**src/rtl/core/sbt_pkg.sv**
```systemverilog
`timescale 1ns / 1ps

package sbt_pkg;

  localparam int HISTORY_DEPTH_DEF = 64;
  localparam int PRICE_W = 32;
  localparam int WIN_W = 6;
  localparam int SUM_W = 38;
  localparam int CNT_W = 7;
  localparam int PROD_W = SUM_W + WIN_W;
  localparam int PROFIT_W = 48;
  localparam int CFG_IDX_W = 2;

  localparam logic [CFG_IDX_W-1:0] REG_SHORT = 2'd0;
  localparam logic [CFG_IDX_W-1:0] REG_LONG = 2'd1;
  localparam logic [CFG_IDX_W-1:0] REG_STRENGTH = 2'd2;

  localparam logic [WIN_W-1:0] SHORT_RESET = 6'd5;
  localparam logic [WIN_W-1:0] LONG_RESET = 6'd20;
  localparam logic [WIN_W-1:0] STRENGTH_RESET = 6'd14;

  typedef struct packed {
    logic [PRICE_W-1:0] close_price;
  } candle_t;

  typedef struct packed {
    logic                       holding;
    logic                       entered;
    logic                       exited;
    logic signed [PROFIT_W-1:0] total_profit;
    logic                       enough_data;
    logic                       profit_saturated;
  } result_t;

  typedef struct packed {
    logic [CFG_IDX_W-1:0] index;
    logic [WIN_W-1:0]     value;
  } cfg_t;

  typedef struct packed {
    logic [WIN_W-1:0] short_n;
    logic [WIN_W-1:0] long_n;
    logic [WIN_W-1:0] strength_n;
  } win_t;

  // taps picked out of the history row for the words leaving each window
  typedef struct packed {
    logic [PRICE_W-1:0] short_out;
    logic [PRICE_W-1:0] long_out;
    logic [PRICE_W-1:0] chg_cur;
    logic [PRICE_W-1:0] chg_prev;
  } taps_t;

  typedef struct packed {
    logic push;
    logic rotate;
  } row_ctrl_t;

  typedef struct packed {
    logic [SUM_W-1:0] short_sum;
    logic [SUM_W-1:0] long_sum;
    logic [SUM_W-1:0] rise_sum;
    logic [SUM_W-1:0] fall_sum;
  } sums_t;

  typedef struct packed {
    logic [PRICE_W-1:0] price;
    logic               sfull;
    logic               lfull;
    logic               svalid;
    logic               enough;
  } stage_t;

endpackage

```
**src/rtl/core/sbt_trade.sv**
```systemverilog
`timescale 1ns / 1ps

module sbt_trade (
  input  logic              clk,
  input  logic              rst,
  input  logic              advance,
  input  logic              st1_valid,
  input  sbt_pkg::stage_t   st1,
  input  sbt_pkg::sums_t    sums,
  input  sbt_pkg::win_t     win,
  output logic              out_valid,
  output sbt_pkg::result_t  out_data
);

  localparam int PW = sbt_pkg::PRICE_W;
  localparam int QW = sbt_pkg::PROD_W;
  localparam int FW = sbt_pkg::PROFIT_W;
  localparam int SW = FW + 1;

  logic          v2;
  logic [PW-1:0] price2;
  logic [QW-1:0] prod_s, prod_l;
  logic          sfull2, lfull2, snz2, lnz2, sok2, enough2;

  logic                 in_trade;
  logic [PW-1:0]        entry_level;
  logic signed [FW-1:0] profit_acc;
  logic                 sat_flag;

  logic                 a_side, b_side, gt, lt, enter, leave;
  logic signed [PW:0]   delta;
  logic signed [SW-1:0] trade_sum;
  logic signed [FW-1:0] profit_next;
  logic                 sat_next;

  // cross-multiply the window sums so the averages need no divider
  always_ff @(posedge clk) begin
    if (advance && st1_valid) begin
      price2 <= st1.price;
      prod_s <= QW'(sums.short_sum) * QW'(win.long_n);
      prod_l <= QW'(sums.long_sum) * QW'(win.short_n);
      sfull2 <= st1.sfull;
      lfull2 <= st1.lfull;
      snz2 <= sums.short_sum != '0;
      lnz2 <= sums.long_sum != '0;
      sok2 <= st1.svalid && (sums.fall_sum == '0 || sums.rise_sum > sums.fall_sum);
      enough2 <= st1.enough;
    end
  end

  always_comb begin
    a_side = sfull2 && snz2;
    b_side = lfull2 && lnz2;
    // a window that is not full averages to zero
    if (sfull2 && lfull2) begin
      gt = prod_s > prod_l;
      lt = prod_s < prod_l;
    end else begin
      gt = a_side && !b_side;
      lt = !a_side && b_side;
    end
    enter = v2 && enough2 && !in_trade && gt && sok2;
    leave = v2 && enough2 && in_trade && lt;

    delta = $signed({1'b0, price2}) - $signed({1'b0, entry_level});
    trade_sum = SW'(profit_acc) + SW'(delta);
    profit_next = profit_acc;
    sat_next = sat_flag;
    if (leave) begin
      if (trade_sum[FW] != trade_sum[FW-1]) begin
        sat_next = 1'b1;
        profit_next = trade_sum[FW] ? {1'b1, {(FW-1){1'b0}}} : {1'b0, {(FW-1){1'b1}}};
      end else begin
        profit_next = trade_sum[FW-1:0];
      end
    end
  end

  always_ff @(posedge clk) begin
    if (rst) begin
      v2 <= 1'b0;
      out_valid <= 1'b0;
      in_trade <= 1'b0;
      entry_level <= '0;
      profit_acc <= '0;
      sat_flag <= 1'b0;
    end else if (advance) begin
      v2 <= st1_valid;
      out_valid <= v2;
      if (enter) begin
        in_trade <= 1'b1;
        entry_level <= price2;
      end else if (leave) begin
        in_trade <= 1'b0;
      end
      profit_acc <= profit_next;
      sat_flag <= sat_next;
    end
  end

  always_ff @(posedge clk) begin
    if (advance && v2) begin
      out_data <= '{
        holding: enter | (in_trade & ~leave),
        entered: enter,
        exited: leave,
        total_profit: profit_next,
        enough_data: enough2,
        profit_saturated: sat_next
      };
    end
  end

endmodule
```
**config.mk**
```make
export PLATFORM = sky130hd
export DESIGN_NAME = sbt_trade
export DESIGN_NICKNAME = d
export VERILOG_FILES = /design/src/rtl/core/sbt_pkg.sv /design/src/rtl/core/sbt_trade.sv
export SDC_FILE = /design/constraint.sdc
export NUM_CORES = 2
export LEC_CHECK = 0
export ABC_AREA = 1
export ABC_CLOCK_PERIOD_IN_PS = 6300
export BUFFER_PORTS_ARGS = -buffer_cell sky130_fd_sc_hd__buf_4
export CORE_ASPECT_RATIO = 1.5
export CORE_MARGIN = 5
export CORE_UTILIZATION = 63
export DETAILED_ROUTE_END_ITERATION = 8
export PLACE_DENSITY = 0.94
export SLEW_MARGIN = 20
export SYNTH_ARGS = -nofsm -noshare
export SYNTH_HDL_FRONTEND = slang
export SYNTH_SLANG_ARGS = --single-unit
```
**constraint.sdc**
```tcl
create_clock -name clk -period 6.3 [get_ports clk]
set_clock_uncertainty 0.05 [all_clocks]
set_input_delay 0.315 -clock clk [delete_from_list [all_inputs] [get_ports clk]]
set_output_delay 0.315 -clock clk [all_outputs]
set_load 0.01 [all_outputs]
```
Yosys cells after proc, flatten, opt, wreduce, memory -nomap -nowiden:

Cells that the tools add are included.

* bits in registers: 263
* bits in latches: 0
* memory bits (writable): 0
* memory bits (read-only): 0
* input port bits: 210
* output and inout port bits: 54
* logic and storage cells: 65
* memories kept: 0

* add/sub/neg operators: 2
* multiply operators: 2
* divide/modulo/power cells: 0
* $lt $le $gt $ge: 3
* eq/ne operators: 1
* shift-type cells: 0
* mux-type cells: 9
* bitwise gates (word level): 3
* reduce and logical (&&, ||, !) cells: 24

Operators with widths (count)
* 2-to-1 mux 48 bit: 3
* multiplier 38 x 6 -> 44 bit: 2
* nonzero test 38 bit: 2
* adder 48 x 33 -> 49 bit: 1
* > comparator 44 bit: 1
* less-than comparator 44 bit: 1
* > comparator 38 bit: 1
* logical NOT 38 bit: 1
* subtractor 32 x 32 -> 33 bit: 1
* logical AND 1 bit: 14
* 2-to-1 mux 1 bit: 6
* AND reduction 2 bit: 2
* logical NOT 1 bit: 3
* nonzero test 2 bit: 1
* AND 1 bit: 1
* logical OR 1 bit: 1
* != test 1 bit: 1
* inverter 1 bit: 1
* bitwise OR 1 bit: 1

Longest topological paths before layout:

* depth after elaboration: 8
* mapped depth: 32
* gate-level depth less buffers: 31

Worst setup path before layout:

No wires, ideal clock.

* kind: register to register
* start: register price2[0]
* end: register out_data[7] in the netlist's numbering, data pin
* library setup time: 252 ps
* arrival: 4152 ps
* data required time: 5998 ps
* slack: 1846 ps
* cell stages (with the launch flop): 27
* path buffers: 2
* period minus slack after synthesis: 4454 ps
* cell sequence: edfxtp_1 -> inv_1 -> ha_1 -> fa_1 -> nor3_1 -> nor2_1 -> o21ai_0 -> nand3_1 -> nand3_1 -> a41oi_1 -> ha_1 -> nand2_1 -> nor2_2 -> and2_1 -> nand2_1 -> nor2_2 -> nand2_2 -> nand3_2 -> nand2_2 -> nand2_2 -> nand2_2 -> buf_6 -> buf_12 -> nand2_4 -> nand2_1 -> nand2_1 -> nand2_1

* word-level cells in the longest chain between the ends: 5
* elaborated cells on any way between the ends: 6
* those cells by class: add/sub: 2; eq/ne: 1; mux: 3

RTL lines
* start: declaration: line sbt_trade.sv:21 `logic [PW-1:0] price2;`
* start signal: assignment: line sbt_trade.sv:39 `price2 <= st1.price;`
* subtractor 32 x 32 -> 33 bit (*): line sbt_trade.sv:65 `delta = $signed({1'b0, price2}) - $signed({1'b0, entry_level});`
* adder 48 x 33 -> 49 bit (*): line sbt_trade.sv:66 `trade_sum = SW'(profit_acc) + SW'(delta);`
* 2-to-1 mux 48 bit or != test 1 bit (tied branches): line sbt_trade.sv:72, sbt_trade.sv:70
* 2-to-1 mux 48 bit (*): line sbt_trade.sv:70 `if (trade_sum[FW] != trade_sum[FW-1]) begin`
* 2-to-1 mux 48 bit (*): line sbt_trade.sv:69 `if (leave) begin`
* via profit_next[5]: line sbt_trade.sv:33 `logic signed [FW-1:0] profit_next;`
* end signal: assignment: line sbt_trade.sv:103 `out_data <= '{`
* end: declaration: line sbt_trade.sv:12 `output sbt_pkg::result_t out_data`

Mark *: on every way through the listed nets, which the timed path passes. The rest lies on a longest branch.
A chain may end at the register's enable or synchronous reset.

Final worst setup path:

* start: register price2[10]
* end: register out_data[33] in the netlist's numbering, data pin

The elaborated chain is that of the path after synthesis.

==> impl_results.md <==
- Final Cycle Share: 0.881
- Outcome: finished clean
- Reg2reg end: out_data[33]
- Post-synthesis register bit count: 263
- Design Power: 9.98 mW
- Router iterations before antenna repair: 9
- Starting density of the core: 0.632
- DRT iter0 DRCs: 2191
- F_max: 180 MHz
- Post-layout minimum cycle time: 5.55 ns
- DP Area: 34800 um2
- P&R area growth vs syn: 11.0%
- Global-route congestion overflow total: 0
- Area leader, netlist: fa_1
- Global-route wire length before repair: 158000 um
- Vias post-DR: 30923
- Vias per std cell: 5.71
- Non-Filler Instances: 5413
- Final Cell Area: 36000 um2
- TNS Setup: 0 ns
- Hold worst-path end: v2
- Setup Slack @ Placement: 0.950 ns
- H-tree levels: 1
- Post-synthesis sequential area ratio: 0.217
- # rows: 102
- Startpoint Class: register
- Yosys warnings: 0
- Critical Path AT: 5.90 ns
- Hold Crit Depth: 3
- Primary FF master, synth: edfxtp_1
- Core area: 51300 um2
- HP Class: in -> reg
- Fin util: 0.702
- Leakage: 19.0 nW
- Post-synth EDFFs: 179
- Distinct cells, synth: 50
- Switching share of power: 0.484
- Final setup margin: 0.751 ns
- Hold Fails Final Rpt: 0
- DIE AREA: 56200 um2
- Cell area after synthesis: 32400 um2
- Inst Count DP: 5334
- Syn Area/Cell: 7.23 um2
- Clk pwr share: 0.154
- Clk_lat worst skew: 0.56 ns
- Buf/Inv on CP: 2
- Hold_ws: 0.107 ns
- Inserted Clock Buffers: 24
- Syn Inst Count: 4487
- Initial antenna violation count: 0
- Critical Path Most Common Cell: nand2_1
- Slew headroom: 0.311
- Net switching power: 4.83 mW
- Family with the most delay on the worst path: simple AND/OR/NAND/NOR gates
- Fraction of registers with async set/reset: 0
- CTS tree: done
- DRC errors left: 0
- Post-DRT Antenna Nets: 0
- Worst setup path class: reg -> reg
- Slew @ Worst Pin: 1.03 ns
- Number of max-cap violations: 0
- Clock transition at the registers of the reported paths: 0.08 ns
- PortBufs: 257
- Clk buf depth: 3
- Final setup fails: 0
- Part of the power in combinational logic: 0.606
- CP Capture Type: register
- P_int: 5.15 mW
- HP Start: st1_valid
- Synth top area share: 0.180
- Share of post-route cells with drive strength above 1: 0.0832
- Power density cells: 277 nW/um2
- Flop2flop setup slack: 0.75 ns
- All-Layer GR Usage: 0.348
- Clk sink count: 263
- Post-CTS setup buffer count: 0
- Largest net degree at the start of global routing: 83
- Synth area leaders: fa_1, nand2_1, edfxtp_1, ha_1, inv_1
- Routed len/inst: 18.2 um
- Root Driver: clkbuf_16
- Die W: 195 um
- Crit path max-delay cell type: o21ai_1
- Reg2Reg Launch Point: price2[10]
- Post-CTS Resized: 0
- CP Max Fanout: 19
- Syn_nets: 5256
- Layout net count: 5488
- Die Ht: 288 um
- Ant diodes: 0
- R2r worst-path depth: 25
- Worst path max stage delay: 0.52 ns
- DP HPWL: 79800 um
- Sequential Power Share: 0.240
- Slew Viols, Final: 0
- VDD IR max: 215 uV
- RSZ-0062 raised after global routing: no
- Final WL: 98500 um
- I/O pin count: 264
- Routability cong.: 1.01
- CP Data Required Time: 6.66 ns
- Vias in the first global route: 32122
==> worst min-delay path, cell delays in order <==
cell and delay [ns]:
buf_4 0.11, nand2_1 0.12, a21oi_1 0.11
==> cell type report <==
| cell class | instances | area, um2 |
|---|---|---|
| clock buffers | 32 | 704 |
| repair buffers | 305 | 2390 |
| inverters | 838 | 3150 |
| clock inverters | 12 | 108 |
| flip-flops and latches | 263 | 7060 |
| fillers | 4137 | 15300 |
| well taps | 676 | 846 |
| multi-input cells | 3287 | 21800 |
==> power by group through the flow <==
stage | registers (mW) | clock network (mW) | logic (mW)
3_3_place_gp | 2.41 | 0 | 5.67
3_5_place_dp | 2.43 | 0 | 5.85
2_1_floorplan | 2.38 | 0 | 4.01
4_1_cts | 2.39 | 1.55 | 5.93
6_report | 2.39 | 1.54 | 6.05
5_1_grt | 2.41 | 1.61 | 6.67
==> synth_stat cells, types with 60 or more instances <==
library cell / instances
dfxtp_1: 84
nand3_1: 154
clkbuf_1: 60
o21ai_0: 118
fa_1: 292
edfxtp_1: 179
ha_1: 267
nor2_1: 300
nand2_1: 1435
xor2_1: 93
a21oi_1: 270
inv_1: 824
nand4_1: 62
==> worst max path at each step <==
stage | start | end | slack [ns] | depth (start not counted)
floorplan | price2[0] | out_data[7] | 1.85 | 26
global route | price2[0] | out_data[30] | 0.47 | 27
finish | price2[10] | out_data[33] | 0.75 | 25
CTS | price2[0] | out_data[33] | 0.89 | 26
detailed placement | price2[0] | out_data[33] | 0.95 | 26
global placement | price2[0] | out_data[32] | 1.01 | 26
==> flip-flops by register name, indices dropped and copies added (netlist names), 32 cells and up <==
| register | count |
|---|---|
| entry_level | 32 |
| prod_l | 44 |
| prod_s | 44 |
| price2 | 32 |
| out_data | 53 |
| profit_acc | 48 |
==> routing by layer <==
| layer | vias up | track usage | wire, um |
|---|---|---|---|
| met5 | - | 0 | 0 |
| met4 | 0 | 0.260 | 9480 |
| met3 | 464 | 0.0382 | 5880 |
| met2 | 1533 | 0.656 | 51100 |
| met1 | 14385 | 0.347 | 32000 |
| li1 | 14541 | - | - |
==> layout by cell type, fill, tap and decap left out, drive strengths merged, types with 4 or more instances in the layout <==
| cell | netlist | layout |
|---|---|---|
| inv | 837 | 841 |
| dfxtp | 84 | 84 |
| nor3 | 45 | 45 |
| ha | 267 | 267 |
| o21a | 5 | 5 |
| a21oi | 275 | 275 |
| clkinvlp | 0 | 4 |
| xor2 | 93 | 93 |
| o211ai | 6 | 6 |
| nor2 | 315 | 315 |
| buf | 39 | 270 |
| nand2 | 1473 | 1473 |
| clkinv | 1 | 4 |
| xnor2 | 30 | 30 |
| and2 | 4 | 4 |
| a21o | 18 | 18 |
| o21ai | 128 | 128 |
| o21bai | 26 | 26 |
| dlygate4sd3 | 0 | 35 |
| nand4 | 62 | 62 |
| nand3 | 157 | 157 |
| a31oi | 31 | 31 |
| a221oi | 7 | 7 |
| edfxtp | 179 | 179 |
| clkbuf | 60 | 32 |
| nor4 | 28 | 28 |
| fa | 292 | 292 |
| a21boi | 7 | 7 |
==> timing repair <==
| action | 4_1_cts | 5_1_grt |
|---|---|---|
| hold buffers | 35 | 0 |
| endpoints found under the hold margin | 35 | 0 |
| setup endpoints to repair | 0 | 0 |
==> cells by family after synthesis <==
logic type / synth area share
buffers and inverters: 0.112
AO/OA/AOI/OAI: 0.0879
AND/OR/NAND/NOR: 0.266
flip-flops: 0.217
adder cells (fa/ha/maj): 0.283
XOR/XNOR: 0.0332
(Power assumes the default switching activity.)
